[config.mk]
export PLATFORM = sky130hd
export DESIGN_NAME = stream_header_sync_and_deframer_flat
export DESIGN_NICKNAME = d
export VERILOG_FILES = /design/src/rtl/shsd_pkg.sv /design/src/rtl/shsd_in_if.sv /design/src/rtl/shsd_out_if.sv /design/src/rtl/stream_header_sync_and_deframer.sv /design/src/flat_wrapper.sv
export SDC_FILE = /design/constraint.sdc
export NUM_CORES = 1
export LEC_CHECK = 0
export BUFFER_PORTS_ARGS = -buffer_cell sky130_fd_sc_hd__buf_4
export CAP_MARGIN = 0
export CORE_MARGIN = 1.5
export CORE_UTILIZATION = 60
export DETAILED_ROUTE_END_ITERATION = 6
export PLACE_DENSITY = 0.78
export SYNTH_ARGS = -nofsm -noshare
export SYNTH_HDL_FRONTEND = slang
export SYNTH_SLANG_ARGS = --single-unit
[constraint.sdc]
create_clock -name i_clk -period 4.2 [get_ports i_clk]
set_clock_uncertainty 0.15 [all_clocks]
set_input_delay 0.63 -clock i_clk [delete_from_list [all_inputs] [get_ports i_clk]]
set_output_delay 0.63 -clock i_clk [all_outputs]
set_load 0.02 [all_outputs]
[src/rtl/shsd_pkg.sv]
// shsd_pkg: shared types and constants for the stream header sync and deframer.
// Holds the header pattern, field widths and result kind codes.
// No dependencies; compile first.
`default_nettype none

package shsd_pkg;

    localparam int unsigned BYTE_W   = 8;
    localparam int unsigned LEN_W    = 32;
    localparam int unsigned HDR_LEN  = 7;
    localparam int unsigned POS_W    = 3;

    localparam logic [BYTE_W-1:0] CHAR_LT = 8'h3C;   // '<'
    localparam logic [BYTE_W-1:0] CHAR_R  = 8'h52;   // 'R'

    // result kind codes
    localparam logic KIND_HEADER  = 1'b0;
    localparam logic KIND_PAYLOAD = 1'b1;

    // one result item
    typedef struct packed {
        logic              result_kind;
        logic [BYTE_W-1:0] payload_byte;
        logic              reverse_variant;
        logic              first_in_packet;
        logic              last_in_packet;
    } t_result;

    // header pattern "<ABPS>\n", indexed by match position
    function automatic logic [BYTE_W-1:0] hdr_byte(input logic [POS_W-1:0] pos);
        logic [BYTE_W-1:0] c;
        case (pos)
            3'd0:    c = 8'h3C;   // '<'
            3'd1:    c = 8'h41;   // 'A'
            3'd2:    c = 8'h42;   // 'B'
            3'd3:    c = 8'h50;   // 'P'
            3'd4:    c = 8'h53;   // 'S'
            3'd5:    c = 8'h3E;   // '>'
            3'd6:    c = 8'h0A;   // line feed
            default: c = 8'h00;
        endcase
        return c;
    endfunction

endpackage

`default_nettype wire

[src/rtl/shsd_in_if.sv]
// shsd_in_if: input byte channel, valid/ready with one received byte.
// Depends on shsd_pkg.
`default_nettype none

interface shsd_in_if;
    logic                        valid;
    logic                        ready;
    logic [shsd_pkg::BYTE_W-1:0] rx_byte;

    modport source (output valid, output rx_byte, input ready);
    modport sink   (input valid, input rx_byte, output ready);
endinterface

`default_nettype wire

[src/rtl/shsd_out_if.sv]
// shsd_out_if: result channel, valid/ready with header events and payload bytes.
// Depends on shsd_pkg.
`default_nettype none

interface shsd_out_if;
    logic                        valid;
    logic                        ready;
    logic                        result_kind;
    logic [shsd_pkg::BYTE_W-1:0] payload_byte;
    logic                        reverse_variant;
    logic                        first_in_packet;
    logic                        last_in_packet;

    modport source (output valid, output result_kind, output payload_byte,
                    output reverse_variant, output first_in_packet,
                    output last_in_packet, input ready);
    modport sink   (input valid, input result_kind, input payload_byte,
                    input reverse_variant, input first_in_packet,
                    input last_in_packet, output ready);
endinterface

`default_nettype wire

[src/rtl/stream_header_sync_and_deframer.sv]
// stream_header_sync_and_deframer: header hunt, length parsing and payload framing.
// Depends on shsd_pkg, shsd_in_if and shsd_out_if.
//
//  channel  | direction | payload
//  ---------+-----------+---------------------------------------------------
//  i_rx     | in        | rx_byte
//  o_res    | out       | result_kind, payload_byte, reverse_variant,
//           |           | first_in_packet, last_in_packet
//  i_cfg_*  | in        | length_big_endian (write enable + data)
//
// One byte per cycle unless the output stalls: a byte is held in the input register,
// then the state update and the result register load happen together as it moves on.
// Each processed byte updates the parser state and, where it yields a result, the result register.
// A stalled result holds the input register and parser state; i_rx.ready stays
// high as long as the held byte can move on. Synchronous active-low reset returns
// the block to header hunt with big-endian lengths.
`default_nettype none

module stream_header_sync_and_deframer (
    input  wire logic      i_clk,
    input  wire logic      i_rst_n,
    input  wire logic      i_cfg_we,
    input  wire logic      i_cfg_data,
    shsd_in_if.sink        i_rx,
    shsd_out_if.source     o_res
);

    typedef enum logic [1:0] {
        PH_HUNT = 2'd0,
        PH_LEN  = 2'd1,
        PH_DATA = 2'd2
    } t_phase;

    localparam logic [shsd_pkg::POS_W-1:0] POS_LAST =
        shsd_pkg::POS_W'(shsd_pkg::HDR_LEN - 1);

    // configuration
    logic r_big_endian;

    // input stage
    logic                        r_in_valid;
    logic [shsd_pkg::BYTE_W-1:0] r_in_byte;

    // parser state
    t_phase                       r_phase,   n_phase;
    logic [shsd_pkg::POS_W-1:0]   r_pos,     n_pos;
    logic                         r_flag,    n_flag;
    logic [1:0]                   r_cnt,     n_cnt;
    logic [shsd_pkg::LEN_W-1:0]   r_acc,     n_acc;
    logic [shsd_pkg::LEN_W-1:0]   r_rem,     n_rem;

    // result stage
    logic                r_out_valid;
    shsd_pkg::t_result   r_out;
    logic                n_res_valid;
    shsd_pkg::t_result   n_res;

    logic out_free;
    logic advance;

    logic [shsd_pkg::POS_W-1:0]  hunt_pos;
    logic                        hdr_match;
    logic                        var_hit;
    logic [shsd_pkg::LEN_W-1:0]  rem_dec;
    logic                        last_byte;

    assign out_free   = !r_out_valid || o_res.ready;
    assign advance    = r_in_valid && out_free;
    assign i_rx.ready = !r_in_valid || out_free;

    assign o_res.valid           = r_out_valid;
    assign o_res.result_kind     = r_out.result_kind;
    assign o_res.payload_byte    = r_out.payload_byte;
    assign o_res.reverse_variant = r_out.reverse_variant;
    assign o_res.first_in_packet = r_out.first_in_packet;
    assign o_res.last_in_packet  = r_out.last_in_packet;

    // header compare helpers
    assign hunt_pos  = (r_pos > POS_LAST) ? '0 : r_pos;
    assign hdr_match = (shsd_pkg::hdr_byte(hunt_pos) == r_in_byte);
    assign var_hit   = (hunt_pos == shsd_pkg::POS_W'(1)) && (r_in_byte == shsd_pkg::CHAR_R);

    // payload countdown helpers
    assign last_byte = (r_rem[shsd_pkg::LEN_W-1:1] == '0);
    assign rem_dec   = r_rem - shsd_pkg::LEN_W'(r_rem != '0);

    // compute next state and result for the held byte
    always_comb begin
        n_phase     = r_phase;
        n_pos       = r_pos;
        n_flag      = r_flag;
        n_cnt       = r_cnt;
        n_acc       = r_acc;
        n_rem       = r_rem;
        n_res_valid = 1'b0;
        n_res       = '0;

        case (r_phase)
            PH_LEN: begin
                if (r_big_endian) begin
                    n_acc = {r_acc[shsd_pkg::LEN_W-shsd_pkg::BYTE_W-1:0], r_in_byte};
                end else begin
                    n_acc = r_acc | (shsd_pkg::LEN_W'(r_in_byte) << {r_cnt, 3'b000});
                end
                n_cnt = r_cnt + 2'd1;
                // fourth length byte: start payload unless the length is zero
                if (r_cnt == 2'd3 && n_acc != '0) begin
                    n_rem   = n_acc;
                    n_phase = PH_DATA;
                end
            end

            PH_DATA: begin
                n_res_valid           = 1'b1;
                n_res.result_kind     = shsd_pkg::KIND_PAYLOAD;
                n_res.payload_byte    = r_in_byte;
                n_res.reverse_variant = r_flag;
                n_res.first_in_packet = (r_rem == r_acc);
                n_res.last_in_packet  = last_byte;
                n_rem                 = rem_dec;
                if (last_byte) begin
                    n_phase = PH_LEN;
                    n_cnt   = '0;
                    n_acc   = '0;
                end
            end

            default: begin
                // header hunt, also for the unused phase code
                n_phase = PH_HUNT;
                if (!hdr_match && !var_hit) begin
                    n_pos = (r_in_byte == shsd_pkg::CHAR_LT) ? shsd_pkg::POS_W'(1) : '0;
                end else begin
                    if (var_hit) begin
                        n_flag = 1'b1;
                    end
                    if (hunt_pos == POS_LAST) begin
                        n_pos                 = '0;
                        n_phase               = PH_LEN;
                        n_cnt                 = '0;
                        n_acc                 = '0;
                        n_rem                 = '0;
                        n_res_valid           = 1'b1;
                        n_res.result_kind     = shsd_pkg::KIND_HEADER;
                        n_res.reverse_variant = n_flag;
                    end else begin
                        n_pos = hunt_pos + shsd_pkg::POS_W'(1);
                    end
                end
            end
        endcase
    end

    // configuration register
    always_ff @(posedge i_clk) begin
        if (!i_rst_n) begin
            r_big_endian <= 1'b1;
        end else if (i_cfg_we) begin
            r_big_endian <= i_cfg_data;
        end
    end

    // input register: take a transfer whenever ready
    always_ff @(posedge i_clk) begin
        if (!i_rst_n) begin
            r_in_valid <= 1'b0;
        end else if (i_rx.ready) begin
            r_in_valid <= i_rx.valid;
        end
    end

    always_ff @(posedge i_clk) begin
        if (i_rx.ready && i_rx.valid) begin
            r_in_byte <= i_rx.rx_byte;
        end
    end

    // parser state: advance once per processed byte
    always_ff @(posedge i_clk) begin
        if (!i_rst_n) begin
            r_phase <= PH_HUNT;
            r_pos   <= '0;
            r_flag  <= 1'b0;
            r_cnt   <= '0;
            r_acc   <= '0;
            r_rem   <= '0;
        end else if (advance) begin
            r_phase <= n_phase;
            r_pos   <= n_pos;
            r_flag  <= n_flag;
            r_cnt   <= n_cnt;
            r_acc   <= n_acc;
            r_rem   <= n_rem;
        end
    end

    // result register: load on advance, drop after the output transfer
    always_ff @(posedge i_clk) begin
        if (!i_rst_n) begin
            r_out_valid <= 1'b0;
        end else if (out_free) begin
            r_out_valid <= advance && n_res_valid;
        end
    end

    always_ff @(posedge i_clk) begin
        if (advance && n_res_valid) begin
            r_out <= n_res;
        end
    end

endmodule

`default_nettype wire
[src/flat_wrapper.sv]
// flat-port wrapper written by rule: the top's interface ports become plain ports
module stream_header_sync_and_deframer_flat 
  (i_clk, i_rst_n, i_cfg_we, i_cfg_data, i_rx_valid, i_rx_rx_byte, i_rx_ready, o_res_valid, o_res_result_kind, o_res_payload_byte, o_res_reverse_variant, o_res_first_in_packet, o_res_last_in_packet, o_res_ready);
  shsd_in_if i_rx_i ();
  shsd_out_if o_res_i ();
  input  wire logic i_clk;
  input  wire logic i_rst_n;
  input  wire logic i_cfg_we;
  input  wire logic i_cfg_data;
  input wire logic [$bits(i_rx_i.valid)-1:0] i_rx_valid;
  input wire logic [$bits(i_rx_i.rx_byte)-1:0] i_rx_rx_byte;
  output wire logic [$bits(i_rx_i.ready)-1:0] i_rx_ready;
  output wire logic [$bits(o_res_i.valid)-1:0] o_res_valid;
  output wire logic [$bits(o_res_i.result_kind)-1:0] o_res_result_kind;
  output wire logic [$bits(o_res_i.payload_byte)-1:0] o_res_payload_byte;
  output wire logic [$bits(o_res_i.reverse_variant)-1:0] o_res_reverse_variant;
  output wire logic [$bits(o_res_i.first_in_packet)-1:0] o_res_first_in_packet;
  output wire logic [$bits(o_res_i.last_in_packet)-1:0] o_res_last_in_packet;
  input wire logic [$bits(o_res_i.ready)-1:0] o_res_ready;
  assign i_rx_i.valid = i_rx_valid;
  assign i_rx_i.rx_byte = i_rx_rx_byte;
  assign i_rx_ready = i_rx_i.ready;
  assign o_res_valid = o_res_i.valid;
  assign o_res_result_kind = o_res_i.result_kind;
  assign o_res_payload_byte = o_res_i.payload_byte;
  assign o_res_reverse_variant = o_res_i.reverse_variant;
  assign o_res_first_in_packet = o_res_i.first_in_packet;
  assign o_res_last_in_packet = o_res_i.last_in_packet;
  assign o_res_i.ready = o_res_ready;
  stream_header_sync_and_deframer u_core (.i_clk(i_clk), .i_rst_n(i_rst_n), .i_cfg_we(i_cfg_we), .i_cfg_data(i_cfg_data), .i_rx(i_rx_i), .o_res(o_res_i));
endmodule
Word level (Yosys, flattened, before mapping). Cells that the tools add are included.

Flip-flop bits (word level): 95. Input bits: 14. Output and inout bits: 14. Logic and storage cells: 92.

Add/sub/neg operators: 3. Order comparisons: 1. Eq/ne operators: 16. Shift operators: 1. Muxes and demuxes: 30. Bitwise operators: 3. Reductions and logical operators: 23.

Operators by type and width (count): 2-to-1 mux 32 bit (6); one-hot mux 32 bit (2 select lines) (2); nonzero test 32 bit (2); one-hot mux 7 bit (7 select lines) (1); equality test 32 bit (1); bitwise OR 32 bit (1); left shift 8 x 5 -> 32 bit (1); subtractor 32 x 1 -> 32 bit (1); logical NOT 31 bit (1); 2-to-1 mux 2 bit (6); equality test 3 bit (second input constant) (3); 2-to-1 mux 3 bit (3); equality test 7 x 8 -> 1 bit (1); equality test 8 x 6 -> 1 bit (second input constant) (1); equality test 8 x 7 -> 1 bit (second input constant) (1); 2-to-1 mux 1 bit (8); one-hot mux 2 bit (2 select lines) (2); AND reduction 4 bit (2); equality test 3 x 2 -> 1 bit (second input constant) (2); logical AND 1 bit (6); AND reduction 3 bit (2); equality test 2 bit (second input constant) (2); logical NOT 1 bit (4); != test 2 x 1 -> 1 bit (second input constant) (2); 13 further kinds (16).

Logic depth before layout (Yosys ltp).
Depth in word-level cells: 10. Gate-level depth with buffers: 16. Mapped depth without buffers: 14.

Worst setup path before layout. Ideal clock, no wire load.

Kind: reg-to-reg. Start: reg u_core.r_rem[9] (netlist bit). End: reg u_core.r_rem[16] (netlist bit). Library setup time: 86 ps. Arrival time: 2875 ps. Required time: 3964 ps. Slack: 1089 ps. Stages on the path, launching flop included: 16. Buffers on the path: 2. Period minus slack after synthesis: 3111 ps. Path through: dfxtp_1 > buf_2 > nor4_4 > nand4bb_4 > or2_1 > buf_2 > nor2_1 > nand2_1 > ha_1 > ha_1 > and3_1 > and3_1 > and3_1 > o21ai_0 > nand2_1 > a211oi_1.

Word-level cells in the longest chain between the ends: 3.

Ends and longest elaborated chain: start: declaration (RTL line stream_header_sync_and_deframer.sv:50) `logic [shsd_pkg::LEN_W-1:0] r_rem, n_rem;`; start signal: assignment (RTL line stream_header_sync_and_deframer.sv:193) `r_rem <= n_rem;`; nonzero test 32 bit (RTL line stream_header_sync_and_deframer.sv:85) `assign rem_dec = r_rem - shsd_pkg::LEN_W'(r_rem != '0);`; subtractor 32 x 1 -> 32 bit * (RTL line stream_header_sync_and_deframer.sv:85); one-hot mux 32 bit (2 select lines) * (RTL line stream_header_sync_and_deframer.sv:98) `case (r_phase)`.

Mark *: on every way between the ends. The rest lies on a longest branch, timed or not. A chain may end at the register's enable or synchronous reset.

Worst setup path after layout.
Start: reg u_core.r_rem[13] (netlist bit). End: reg u_core.r_rem[16] (netlist bit).

Same word-level chain as after synthesis.

==> out/summary.txt <==
buffer type at the clock tree root: sky130_fd_sc_hd__clkbuf_8
largest vdd supply drop: 0.202 mV
share of final-layout standard cells stronger than drive strength 1: 10.4%
proportion of register bits with asynchronous set or reset after synthesis: 0%
critical path capture point: u_core.r_rem[16]
count of nets after finishing: 747
setup repair after global routing missed its margin: false
WP data arrival: 3860 ps
site row count: 36
max capacitance violation total: 0
Global Route Usage Sum: 37.5%
normalized max-slew margin: 28.1%
via density per instance: 6.68
Reg-to-Reg Start: u_core.r_rem[13]
fraction of post-synthesis cell area in the top cell type by area: 25.4%
starting density of the core: 61.2%
run status: finished clean
multiplexer area fraction after synthesis: 3.05%
largest net degree at the start of global routing: 52
grt ovf: 0
worst-path cell chain: nor4_2, nand4bb_4, or2_1, nor2_1, nand2_1, ha_1, ha_1, and3_1, and3_1, and3_1, o21ai_0, nand2_1, a211oi_1
Worst-Skew Late Latency: 380 ps
clock tree sinks: 95
kind of end point of the critical path: register
number of hold-repair buffers added at the cts stage: 0
layout-stage area growth over the synthesis result: 7.42%
drt total wl: 19100 um
clock tree from TritonCTS: built
clk buf depth: 2
capturing point of the worst reg2reg path: u_core.r_rem[16]
routed vias: 5784
xor/xnor cell area share of the yosys netlist: 5.94%
largest stage delay on the critical path: 520 ps
vias in the first global route: 5040
Pwr Density: 312 nW/um^2
Synth Area in Simple Gates: 26.6%
DIE WIDTH: 102 um
total core area: 9640 sq um
IO Port Bufs: 27
Final Max Tran Viols: 0
Critical-path top delay cell: sky130_fd_sc_hd__nor4_2
initial antenna violation count: 0
routed wirelength normalized by instance count: 22.1 um
R2R depth: 13
biggest area consumer among synthesized cells: sky130_fd_sc_hd__dfxtp_1
Final Power: 1980 uW
slack of the worst reg-to-reg path: 490 ps
instance count of the mapped netlist: 725
io pins: 28
final weighted congestion of routability-driven global placement: 1.04
total of endpoints with negative setup slack in the final report: 0
clock period minus final worst setup slack: 3710 ps
utilization after layout: 65.8%
depth of the CTS H-tree: 3
Synth Net Count: 744
maximum achievable frequency: 270 MHz
Worst Tran Pin Value: 1080 ps
commonest non-fill, non-tap cell in the layout: sky130_fd_sc_hd__nand2_1
number of gates given a new drive strength after cts: 0
critical path fanouts, max: 7
count of flip-flops with a built-in enable after synthesis: 20
router iterations before antenna repair: 6
Final Cycle Share: 88.3%
post-synthesis area per instance: 8.14 sq um
kind of path behind the tightest hold check: input pin to register
static leakage power: 0.00233 uW
total count of hold-check failures in the final report: 0
final-layout worst hold slack: 276 ps
total number of yosys warnings: 0
antenna fix cells: 0
area fraction in compound gates after synthesis: 21.9%
Filler cells: 909
clock slew at the register clock pins of the worst setup and hold paths: 90 ps
cell area after synthesis: 5900 sq um
top_reg_cell synth: sky130_fd_sc_hd__dfxtp_1
number of buffers inserted during clock tree synthesis: 9
Adder-Cell Fraction of Synth Area: 1.06%
number of distinct standard cells referenced by the synthesized netlist: 70
crit-path most repeated cell: sky130_fd_sc_hd__and3_1
number of synthesized register bits: 95
critical path required time: 4350 ps
Area contributors post-synth: sky130_fd_sc_hd__dfxtp_1 (25%), sky130_fd_sc_hd__edfxtp_1 (10%), sky130_fd_sc_hd__a21oi_1 (6.5%)
wire length of the first global-routing pass: 28800 um
die outline area: 10400 sq um
Antenna Nets Post-Route: 0
area used by multi-input combinational logic: 3460 sq um
Final HPWL DP: 13800 um
most frequent cells in the layout: sky130_fd_sc_hd__nand2_1 (89), sky130_fd_sc_hd__a21oi_1 (77), sky130_fd_sc_hd__dfxtp_1 (74)
type of the worst setup path: register to register
Chip Height: 102 um
final total negative setup slack: 0 ps
timing startpoint of the critical path: u_core.r_rem[13]
sequential cell area in the final layout: 2100 sq um
drt first-iter violations: 727
post-CTS setup buffer count: 0
Setup crit start kind: register
main combinational cell family by area after synthesis: simple AND/OR/NAND/NOR gates
register area share after synthesis: 35.6%
remaining routing DRC violations: 0
-- logic make-up (layout without fill, tap and decap cells) --
logic type | count (synthesis) | in the layout
muxes | 18 | 18
buffers and inverters | 75 | 83
and+or+nand+nor | 290 | 290
AOI/OAI and AO/OA | 202 | 202
xor gates and xnor gates | 40 | 40
adders and majority gates | 5 | 5
DFF | 95 | 95
-- worst max-delay path: cells and delay by family, from the launching register on --
| family | cells | cell delay [ps] |
|---|---|---|
| AND/OR/NAND/NOR | 9 | 2280 |
| adder cells (fa/ha/maj) | 2 | 450 |
| flip-flops | 1 | 380 |
| AO/OA/AOI/OAI | 2 | 360 |
-- flip-flops by register name (all words and copies together) (netlist names), 2 cells and up --
register / cells
u_core.r_in_byte: 8
u_core.r_pos: 3
u_core.r_phase: 2
u_core.r_rem: 32
u_core.r_cnt: 2
u_core.o_res.payload_byte: 8
u_core.r_acc: 32
-- cell usage after synthesis, types with 12 or more instances --
library cell	number
sky130_fd_sc_hd__o21ai_0	38
sky130_fd_sc_hd__edfxtp_1	20
sky130_fd_sc_hd__o21ai_1	12
sky130_fd_sc_hd__inv_1	25
sky130_fd_sc_hd__xnor2_1	32
sky130_fd_sc_hd__nand2_1	89
sky130_fd_sc_hd__buf_2	16
sky130_fd_sc_hd__dfxtp_1	75
sky130_fd_sc_hd__clkbuf_1	24
sky130_fd_sc_hd__nor2b_1	15
sky130_fd_sc_hd__mux2i_1	18
sky130_fd_sc_hd__nor3_1	14
sky130_fd_sc_hd__nor4_1	21
sky130_fd_sc_hd__nor2_1	30
sky130_fd_sc_hd__nand3_1	30
sky130_fd_sc_hd__nand2b_1	19
sky130_fd_sc_hd__a32o_1	13
sky130_fd_sc_hd__a21oi_1	77
sky130_fd_sc_hd__and2_1	16
-- routing by layer --
layer  GRT usage, %  vias up  wire, um
met5              0        -         0
met4           17.2        0       648
met3           9.10       46      2440
met2           52.6      386      8040
met1           54.2     2712      8020
li1               -     2640         -
-- layout make-up --
class | count | share of cell area, %
Multi-Input combinational cell | 555 | 54.6
Clock inverter | 6 | 1.11
Tap cell | 133 | 2.63
Clock buffer | 10 | 2.01
Inverter | 25 | 1.48
Timing Repair Buffer | 42 | 4.97
Sequential cell | 95 | 33.2
-- how the worst min path moves through the flow --
stage,from,endpoint,cells past startpoint
2_1_floorplan,u_core.r_flag,u_core.r_flag,2
3_3_place_gp,u_core.r_flag,u_core.r_flag,2
4_1_cts,i_rx_rx_byte[6],u_core.r_in_byte[6],1
5_1_grt,i_rx_rx_byte[2],u_core.r_in_byte[2],1
6_report,i_rx_rx_byte[6],u_core.r_in_byte[6],1
3_5_place_dp,u_core.r_flag,u_core.r_flag,2
-- per-stage QoR --
| stage | area (sq um) | setup WS [ps] | instances |
|---|---|---|---|
| final | 6340 | 490 | 866 |
| after global routing | 6340 | 332 | 866 |
| after CTS | 6340 | 585 | 866 |
| after detailed placement | 6140 | 600 | 850 |
| after global placement | 6140 | 599 | 850 |
| after floorplan | 5900 | 1090 | 725 |
-- where the power goes --
part	internal (uW)	switching, uW
clock	280	342
combinational	131	253
sequential	943	29.4
total	1350	624
Note: power is estimated with default switching activity, not from simulation.
